File: config.mk
export PLATFORM = sky130hd
export DESIGN_NAME = ascii_checksum_frame_receiver_flat
export DESIGN_NICKNAME = d
export VERILOG_FILES = /design/src/hdl/acfr_pkg.sv /design/src/hdl/acfr_if.sv /design/src/hdl/acfr_regs.sv /design/src/hdl/ascii_checksum_frame_receiver.sv /design/src/flat_wrapper.sv
export SDC_FILE = /design/constraint.sdc
export NUM_CORES = 1
export LEC_CHECK = 0
export BUFFER_PORTS_ARGS = -buffer_cell sky130_fd_sc_hd__buf_2
export CAP_MARGIN = 30
export CORE_MARGIN = 3
export CORE_UTILIZATION = 35
export CTS_BUF_LIST = sky130_fd_sc_hd__clkbuf_16
export DETAILED_ROUTE_END_ITERATION = 7
export PLACE_DENSITY = 0.59
export SYNTH_ARGS = -nofsm -noshare
export SYNTH_HDL_FRONTEND = slang
export SYNTH_SLANG_ARGS = --single-unit
export TNS_END_PERCENT = 50
File: constraint.sdc
create_clock -name clk -period 6.7 [get_ports clk]
set_clock_uncertainty 0.15 [all_clocks]
set_input_delay 1.34 -clock clk [delete_from_list [all_inputs] [get_ports clk]]
set_output_delay 1.34 -clock clk [all_outputs]
set_load 0.1 [all_outputs]
File: src/hdl/acfr_pkg.sv
package acfr_pkg;

	localparam int RX_BUF_DEPTH = 32;
	localparam int WP_W = $clog2(RX_BUF_DEPTH);
	localparam int IDX_W = 5;
	localparam int IDX_EXT_W = (WP_W > IDX_W) ? WP_W : IDX_W;
	localparam logic [WP_W-1:0] WP_LAST = WP_W'(RX_BUF_DEPTH - 1);

	localparam int APB_AW = 4;

	localparam logic [7:0] START_A_RST = 8'h06;
	localparam logic [7:0] START_B_RST = 8'h05;
	localparam logic [7:0] END_A_RST = 8'h03;
	localparam logic [7:0] END_B_RST = 8'h04;

	localparam logic [7:0] CHR_NINE = 8'h39;
	localparam logic [7:0] CHR_ZERO = 8'h30;
	localparam logic [7:0] CHR_SEVEN = 8'h37;

	typedef enum logic [1:0] {
		REG_START_A = 2'd0,
		REG_START_B = 2'd1,
		REG_END_A = 2'd2,
		REG_END_B = 2'd3
	} reg_idx_t;

	typedef enum logic [2:0] {
		PH_HUNT = 3'd0,
		PH_BODY = 3'd1,
		PH_HIGH = 3'd2,
		PH_LOW = 3'd3,
		PH_GOOD = 3'd4
	} phase_t;

	typedef struct packed {
		logic [7:0] start_a;
		logic [7:0] start_b;
		logic [7:0] end_a;
		logic [7:0] end_b;
	} cfg_t;

	function automatic logic [7:0] hex_digit(input logic [7:0] c);
		return (c <= CHR_NINE) ? c - CHR_ZERO : c - CHR_SEVEN;
	endfunction

endpackage

File: src/hdl/acfr_if.sv
interface acfr_in_if;
	logic valid;
	logic ready;
	logic [7:0] rx_byte;

	modport source (output valid, output rx_byte, input ready);
	modport sink (input valid, input rx_byte, output ready);
endinterface

interface acfr_out_if;
	logic valid;
	logic ready;
	logic [2:0] frame_phase;
	logic [4:0] store_index;
	logic [7:0] store_value;
	logic store_enable;
	logic clear_last_entry;
	logic frame_good;
	logic checksum_error;

	modport source (
		output valid, output frame_phase, output store_index, output store_value,
		output store_enable, output clear_last_entry, output frame_good,
		output checksum_error, input ready
	);
	modport sink (
		input valid, input frame_phase, input store_index, input store_value,
		input store_enable, input clear_last_entry, input frame_good,
		input checksum_error, output ready
	);
endinterface

File: src/hdl/acfr_regs.sv
module acfr_regs (
	input logic clk,
	input logic arst_n,
	input logic psel,
	input logic penable,
	input logic pwrite,
	input logic [acfr_pkg::APB_AW-1:0] paddr,
	input logic [31:0] pwdata,
	output logic [31:0] prdata,
	output logic pready,
	output acfr_pkg::cfg_t cfg
);

	acfr_pkg::cfg_t cfg_q;
	acfr_pkg::reg_idx_t idx;
	logic wr;

	assign pready = 1'b1;
	assign idx = acfr_pkg::reg_idx_t'(paddr[3:2]);
	assign wr = psel && penable && pwrite && pready;
	assign cfg = cfg_q;

	always_ff @(posedge clk or negedge arst_n) begin
		if (!arst_n) begin
			cfg_q.start_a <= acfr_pkg::START_A_RST;
			cfg_q.start_b <= acfr_pkg::START_B_RST;
			cfg_q.end_a <= acfr_pkg::END_A_RST;
			cfg_q.end_b <= acfr_pkg::END_B_RST;
		end else if (wr) begin
			case (idx)
				acfr_pkg::REG_START_A: cfg_q.start_a <= pwdata[7:0];
				acfr_pkg::REG_START_B: cfg_q.start_b <= pwdata[7:0];
				acfr_pkg::REG_END_A: cfg_q.end_a <= pwdata[7:0];
				acfr_pkg::REG_END_B: cfg_q.end_b <= pwdata[7:0];
				default: ;
			endcase
		end
	end

	always_comb begin
		case (idx)
			acfr_pkg::REG_START_A: prdata = {24'd0, cfg_q.start_a};
			acfr_pkg::REG_START_B: prdata = {24'd0, cfg_q.start_b};
			acfr_pkg::REG_END_A: prdata = {24'd0, cfg_q.end_a};
			acfr_pkg::REG_END_B: prdata = {24'd0, cfg_q.end_b};
			default: prdata = 32'd0;
		endcase
	end

endmodule

File: src/hdl/ascii_checksum_frame_receiver.sv
// latency: a result is valid in the cycle after its byte is accepted
// throughput: one byte per cycle while no result beat is held back; the frame state updates in the accept cycle
// the result register accepts a new byte while its current beat is taken
// reset: asynchronous, active low; phase goes to hunting, position and sum to
// zero, the start and end codes to their defaults, no result pending
module ascii_checksum_frame_receiver (
	input logic clk,
	input logic arst_n,
	acfr_in_if.sink rx,
	acfr_out_if.source res,
	input logic psel,
	input logic penable,
	input logic pwrite,
	input logic [acfr_pkg::APB_AW-1:0] paddr,
	input logic [31:0] pwdata,
	output logic [31:0] prdata,
	output logic pready
);

	acfr_pkg::cfg_t cfg;

	acfr_pkg::phase_t phase_q, phase_d;
	logic [acfr_pkg::WP_W-1:0] wpos_q, wpos_d, wpos_adv, idx;
	logic [7:0] sum_q, sum_d;
	logic [7:0] val, digit;
	logic clear_last, good, err;
	logic [acfr_pkg::IDX_EXT_W-1:0] idx_ext;
	logic acc;

	logic out_valid_q;
	logic [2:0] phase_o_q;
	logic [4:0] index_o_q;
	logic [7:0] value_o_q;
	logic clear_o_q, good_o_q, err_o_q;

	acfr_regs u_regs (
		.clk(clk),
		.arst_n(arst_n),
		.psel(psel),
		.penable(penable),
		.pwrite(pwrite),
		.paddr(paddr),
		.pwdata(pwdata),
		.prdata(prdata),
		.pready(pready),
		.cfg(cfg)
	);

	assign rx.ready = !out_valid_q || res.ready;
	assign acc = rx.valid && rx.ready;
	assign wpos_adv = (wpos_q == acfr_pkg::WP_LAST) ? '0 : wpos_q + 1'b1;
	assign digit = acfr_pkg::hex_digit(rx.rx_byte);

	always_comb begin
		phase_d = phase_q;
		wpos_d = wpos_adv;
		sum_d = sum_q;
		idx = wpos_adv;
		val = rx.rx_byte;
		clear_last = 1'b0;
		good = 1'b0;
		err = 1'b0;
		case (phase_q)
			acfr_pkg::PH_HUNT: begin
				if (rx.rx_byte == cfg.start_a || rx.rx_byte == cfg.start_b) begin
					phase_d = acfr_pkg::PH_BODY;
					wpos_d = '0;
					idx = '0;
					sum_d = rx.rx_byte;
				end
			end
			acfr_pkg::PH_BODY: begin
				sum_d = sum_q + rx.rx_byte;
				if (rx.rx_byte == cfg.end_a || rx.rx_byte == cfg.end_b) begin
					val = 8'd0;
					phase_d = acfr_pkg::PH_HIGH;
				end
			end
			acfr_pkg::PH_HIGH: begin
				val = 8'd0;
				if ({4'd0, sum_q[7:4]} == digit) begin
					phase_d = acfr_pkg::PH_LOW;
				end else begin
					phase_d = acfr_pkg::PH_HUNT;
					err = 1'b1;
				end
			end
			acfr_pkg::PH_LOW: begin
				val = 8'd0;
				clear_last = 1'b1;
				if ({4'd0, sum_q[3:0]} == digit) begin
					phase_d = acfr_pkg::PH_GOOD;
					good = 1'b1;
				end else begin
					phase_d = acfr_pkg::PH_HUNT;
					err = 1'b1;
				end
			end
			default: begin
				phase_d = acfr_pkg::PH_HUNT;
				wpos_d = '0;
			end
		endcase
	end

	assign idx_ext = acfr_pkg::IDX_EXT_W'(idx);

	always_ff @(posedge clk or negedge arst_n) begin
		if (!arst_n) begin
			phase_q <= acfr_pkg::PH_HUNT;
			wpos_q <= '0;
			sum_q <= 8'd0;
			out_valid_q <= 1'b0;
		end else begin
			if (acc) begin
				phase_q <= phase_d;
				wpos_q <= wpos_d;
				sum_q <= sum_d;
			end
			if (acc) begin
				out_valid_q <= 1'b1;
			end else if (res.ready) begin
				out_valid_q <= 1'b0;
			end
		end
	end

	always_ff @(posedge clk) begin
		if (acc) begin
			phase_o_q <= phase_d;
			index_o_q <= idx_ext[4:0];
			value_o_q <= val;
			clear_o_q <= clear_last;
			good_o_q <= good;
			err_o_q <= err;
		end
	end

	assign res.valid = out_valid_q;
	assign res.frame_phase = phase_o_q;
	assign res.store_index = index_o_q;
	assign res.store_value = value_o_q;
	assign res.store_enable = 1'b1;
	assign res.clear_last_entry = clear_o_q;
	assign res.frame_good = good_o_q;
	assign res.checksum_error = err_o_q;

	a_good_returns_to_hunt: assert property (@(posedge clk) disable iff (!arst_n)
		(acc && phase_q == acfr_pkg::PH_GOOD) |=> phase_q == acfr_pkg::PH_HUNT)
		else $error("good frame phase did not return to hunting");

	a_accept_gives_result: assert property (@(posedge clk) disable iff (!arst_n)
		acc |=> res.valid)
		else $error("accepted byte produced no result");

	a_good_phase: assert property (@(posedge clk) disable iff (!arst_n)
		(res.valid && res.frame_good) |-> (res.frame_phase == acfr_pkg::PH_GOOD
		&& !res.checksum_error && res.clear_last_entry))
		else $error("good frame flag inconsistent with phase");

	a_error_to_hunt: assert property (@(posedge clk) disable iff (!arst_n)
		(res.valid && res.checksum_error) |-> (res.frame_phase == acfr_pkg::PH_HUNT
		&& res.store_value == 8'd0))
		else $error("checksum error without return to hunting");

endmodule

File: src/flat_wrapper.sv
// flat-port wrapper written by rule: the top's interface ports become plain ports
module ascii_checksum_frame_receiver_flat 
  (clk, arst_n, psel, penable, pwrite, paddr, pwdata, prdata, pready, rx_valid, rx_rx_byte, rx_ready, res_valid, res_frame_phase, res_store_index, res_store_value, res_store_enable, res_clear_last_entry, res_frame_good, res_checksum_error, res_ready);
  acfr_in_if rx_i ();
  acfr_out_if res_i ();
  input logic clk;
  input logic arst_n;
  input logic psel;
  input logic penable;
  input logic pwrite;
  input logic [acfr_pkg::APB_AW-1:0] paddr;
  input logic [31:0] pwdata;
  output logic [31:0] prdata;
  output logic pready;
  input wire logic [$bits(rx_i.valid)-1:0] rx_valid;
  input wire logic [$bits(rx_i.rx_byte)-1:0] rx_rx_byte;
  output wire logic [$bits(rx_i.ready)-1:0] rx_ready;
  output wire logic [$bits(res_i.valid)-1:0] res_valid;
  output wire logic [$bits(res_i.frame_phase)-1:0] res_frame_phase;
  output wire logic [$bits(res_i.store_index)-1:0] res_store_index;
  output wire logic [$bits(res_i.store_value)-1:0] res_store_value;
  output wire logic [$bits(res_i.store_enable)-1:0] res_store_enable;
  output wire logic [$bits(res_i.clear_last_entry)-1:0] res_clear_last_entry;
  output wire logic [$bits(res_i.frame_good)-1:0] res_frame_good;
  output wire logic [$bits(res_i.checksum_error)-1:0] res_checksum_error;
  input wire logic [$bits(res_i.ready)-1:0] res_ready;
  assign rx_i.valid = rx_valid;
  assign rx_i.rx_byte = rx_rx_byte;
  assign rx_ready = rx_i.ready;
  assign res_valid = res_i.valid;
  assign res_frame_phase = res_i.frame_phase;
  assign res_store_index = res_i.store_index;
  assign res_store_value = res_i.store_value;
  assign res_store_enable = res_i.store_enable;
  assign res_clear_last_entry = res_i.clear_last_entry;
  assign res_frame_good = res_i.frame_good;
  assign res_checksum_error = res_i.checksum_error;
  assign res_i.ready = res_ready;
  ascii_checksum_frame_receiver u_core (.clk(clk), .arst_n(arst_n), .rx(rx_i), .res(res_i), .psel(psel), .penable(penable), .pwrite(pwrite), .paddr(paddr), .pwdata(pwdata), .prdata(prdata), .pready(pready));
endmodule
### After elaboration in Yosys (flattened, before gate mapping)

Cells that the tools add are included.
Widths: inputs -> output; s select.

| storage, ports and cells | value |
|---|---|
| bits in registers | 68 |
| latch bits | 0 |
| bits in writable memories | 0 |
| memory bits (read-only) | 0 |
| input bits | 51 |
| memories kept | 0 |

| operators by class | value |
|---|---|
| add/sub/neg operators | 4 |
| multipliers | 0 |
| div/mod/pow operators | 0 |
| $lt $le $gt $ge | 1 |
| equal/unequal tests | 14 |
| shift operators | 0 |
| mux-type cells | 22 |
| bitwise logic cells | 0 |
| reductions and logical operators | 18 |

Operator list:

| operator | count |
|---|---|
| $pmux 32 s4 | 1 |
| $eq 8x8->1 | 4 |
| $pmux 8 s2 | 2 |
| $mux 8 | 3 |
| $eq 4x8->1 | 2 |
| $sub 8x6->8 const B | 2 |
| $mux 5 | 3 |
| $pmux 3 s4 | 1 |
| $pmux 5 s2 | 1 |
| $mux 3 | 3 |
| $add 8x8->8 | 1 |
| $le 8x6->1 const B | 1 |
| $reduce_and 2->1 | 4 |
| $eq 3x2->1 const B | 2 |
| $mux 1 | 6 |
| $add 5x1->5 const B | 1 |
| $eq 5x5->1 const B | 1 |
| $eq 2x2->1 const B | 2 |
| $reduce_bool 2->1 | 2 |
| $eq 3x1->1 const B | 1 |
| $logic_and 1x1->1 | 3 |
| $logic_not 3->1 | 1 |
| $logic_or 1x1->1 | 3 |
| $reduce_and 3->1 | 1 |
| other kinds (8) | 8 |

### Depth between registers and ports, before layout

| depth | value |
|---|---|
| depth after elaboration | 5 |
| gate-level depth with buffers | 9 |

### Hierarchy

From an unflattened synthesis, not the netlist that was laid out.

| second synthesis, totals | value |
|---|---|
| cells, all modules | 393 |
| area, all modules | 4391.7 um^2 |

By module, submodules not included:

| module | times used | cells an instance | area an instance (um^2) |
|---|---|---|---|
| ascii_checksum_frame_receiver | 1 | 286 | 2757.6 |
| acfr_regs | 1 | 107 | 1634.1 |

### Worst setup path before layout

OpenSTA, ideal clock, no wires.

| path | value |
|---|---|
| path type | input to output |
| start point | in paddr[2] (netlist bit) |
| end point | out prdata[0] |
| arrival time | 2646 ps |
| data required time | 5210 ps |
| slack | 2564 ps |
| cell stages on the path | 2 |
| cells stage by stage | clkbuf_1 mux4_2 |

| between the ends | value |
|---|---|
| longest elaborated chain between the ends | 2 |
| elaborated cells between the ends (all ways) | 5 |

RTL lines:

| item | line | source |
|---|---|---|
| start, declared | flat_wrapper.sv:11 | `input logic [acfr_pkg::APB_AW-1:0] paddr;` |
| $eq 2x2->1 (tied with other cells) | acfr_regs.sv:41 | `case (idx)` |
| $pmux 32 s4 * | acfr_regs.sv:41 |  |
| end, declared | flat_wrapper.sv:13 | `output logic [31:0] prdata;` |

Every way passes the cells marked *; elsewhere a longest branch is shown, timed or not. The select of a mux whose other input is x is not followed.

### Final worst setup path

| path | value |
|---|---|
| start point | in paddr[2] (netlist bit) |
| end point | out prdata[4] |

The elaborated chain is that of the path after synthesis.

==> metrics <==
detailed placement HPWL=7090 µm; CTS H-tree depth=3; Num Clock Sinks=68; Seq. cell area=0.00181 mm²; Detailed Routing Iterations Pass 1=4; Hold Buf Count CTS=0; CTS Buf Count=9; max-slew violations=0; GR Util All Layers=14.6%; vias in the first global route=3,058; Clock Latency Late Sink=0.34 ns; Max-slew headroom=44.6%; Critical Path Source=paddr[2]; die width=117 µm; I/O pin cnt=106; Yosys top cell by area=dfrtp_1; Avg Inst Size Synth=10.6 µm²; WL/cell=15.5 µm; top cell type's share of synthesized area=24.2%; top cells by area, synth=dfrtp_1, edfxtp_1, mux2_2, xnor2_1, buf_4; predominant post-synthesis flop cell=dfrtp_1; port bufs=53; CP Max Fanout=11; die area=0.0138 mm²; Via density=4.94; min-delay worst type=register to register; RSZ-0062 raised after global routing=false; ANT nets after route=0; maxcap violations=0; final worst path period need=4.04 ns; post-CTS setup buffer count=0; Max clock buf depth=2; Worst setup SP type=input port; pwr dens=379 mW/mm²; initial antenna violation count=0; number of synthesized flops with an enable pin=19; setup_tns=0 ns; die height=117 µm; Filler cells=1,177; Core ar.=0.0121 mm²; Remaining DRCs=0; WP data required=5.21 ns; total wire length=9730 µm; register area share after synthesis=41.6%; # diodes=0; Iter 0 DRT Violations=154; critical-path cell list=buf_2 -> mux4_2 -> buf_2; HP Start=u_core.wpos_q[4]; status=complete, no violations; # resized after CTS=0; Final nets=519; FMAX=247 MHz; Post-synth ARST share=72.1%; CP Capture Type=output port; count leader, synth=dfrtp_1; VDD IR-drop max=0.225 mV; DR vias=3,100; FP Rows=40; Crit path largest cell delay=0.58 ns; yosys synthesis warning count=0; GP Congestion=0.810; Area growth, synth to finish=14.8%; share of cells above drive strength 1=28.3%; initial core utilization=36.0%; critical path's most frequent cell=buf_2; Clock Pin Slew Worst Setup and Hold Paths=0.05 ns; CTS Root Cell=clkbuf_16; final worst slack=2.66 ns; WS Path Type=input port to output port; largest net degree at the start of global routing=50; Slew @ Worst Pin=0.831 ns; Synth cell types=63; Mapped Area=0.00434 mm²; grt total ovfl=0; Static Leakage=2.11 nW; Final period util=60.4%; final setup violation count=0; CTS tree=built; pre-CTS setup slack=2.63 ns; top post-synthesis cells by count=dfrtp_1, xnor2_1, mux2_2, buf_4, nor2_1; crit path DAT=2.55 ns; worst r2r src=u_core.u_regs.cfg[16]; global-route wire length before repair=16,100 µm; CP max-delay cell=mux4_2; Mapped Cells=408; Seq cells post-synth=68; Hold Vio Cnt, Final=0; multi-input logic area=0.00229 mm²
-- worst paths after layout --
check	endpoint	slack [ns]	cells after the start
max	prdata[4]	2.66	3
min	u_core.wpos_q[4]	0.33	1
max reg2reg	u_core.sum_q[6]	4.24	5
min reg2reg	u_core.wpos_q[4]	0.33	1
max in group asynchronous	u_core.phase_q[0]	4.99	2
min in group asynchronous	u_core.sum_q[1]	0.95	2
-- kinds of logic (layout without fill, tap and decap cells) --
group,count (synthesis),after routing,share of synthesized area (%)
and+or+nand+nor,114,114,13.9
DFF,68,68,41.6
AOI/OAI and AO/OA,64,64,10.4
buffers and inverters,59,86,7.69
muxes,44,44,13.4
xor gates and xnor gates,43,43,8.67
adders and majority gates,14,14,4.21
other,2,26,0.173
-- registers in the layout, indices dropped and copies added, names as in the netlist --
name,flops
u_core.res.store_value,8
u_core.res.frame_phase,3
u_core.sum_q,8
u_core.res.store_index,5
u_core.res.frame_good,1
u_core.res.clear_last_entry,1
u_core.u_regs.cfg,32
u_core.res.checksum_error,1
u_core.phase_q,3
u_core.res.valid,1
u_core.wpos_q,5
-- layer usage --
metal	GRT usage (%)	vias to the layer above	wire length, µm
met5	0	-	0
met1	18.9	1506	4500
met3	4.15	8	448
met2	23.8	78	4670
met4	4.40	0	108
li1	-	1508	-
-- metrics by stage --
stage | cells | power (mW) | instance area (µm²) | hold WS, ns | utilization [%]
5_1_grt | 627 | 1.99 | 4990 | 0.348 | 41.3
3_3_place_gp | 611 | 1.34 | 4650 | 0.325 | 38.5
6_report | 627 | 1.89 | 4990 | 0.335 | 41.3
3_5_place_dp | 611 | 1.36 | 4650 | 0.325 | 38.5
4_1_cts | 627 | 1.91 | 4990 | 0.338 | 41.3
2_1_floorplan | 432 | 1.24 | 4430 | 0.306 | -
-- layout by cell type (no fill, tap or decap), drive strengths merged, types with 9 or more instances in the layout --
| cell type | instances |
|---|---|
| xnor2 | 39 |
| buf | 55 |
| a21oi | 12 |
| conb | 26 |
| ha | 13 |
| dfrtp | 42 |
| mux2 | 33 |
| edfxtp | 19 |
| clkbuf | 9 |
| inv | 15 |
| nand4 | 13 |
| nor2 | 26 |
| and3 | 11 |
| o21ai | 12 |
| nand2 | 22 |
-- final cells by class --
cell class	instances	area share [%]
Tap cell	168	4.21
Sequential cell	68	36.2
Timing Repair Buffer	55	5.62
Clock buffer	9	4.52
Multi-Input combinational cell	305	46.0
Inverter	15	1.13
Clock inverter	7	2.31
-- worst max-delay path, delay by kind of cell --
family	cells	cell delay [ns]
muxes	1	0.58
buffers and inverters	2	0.63
-- where the power goes --
| part | switching, mW | internal, mW |
|---|---|---|
| combinational | 0.480 | 0.243 |
| clock | 0.174 | 0.362 |
| sequential | 0.0928 | 0.537 |
No activity file was read; power rests on OpenSTA's default activity.
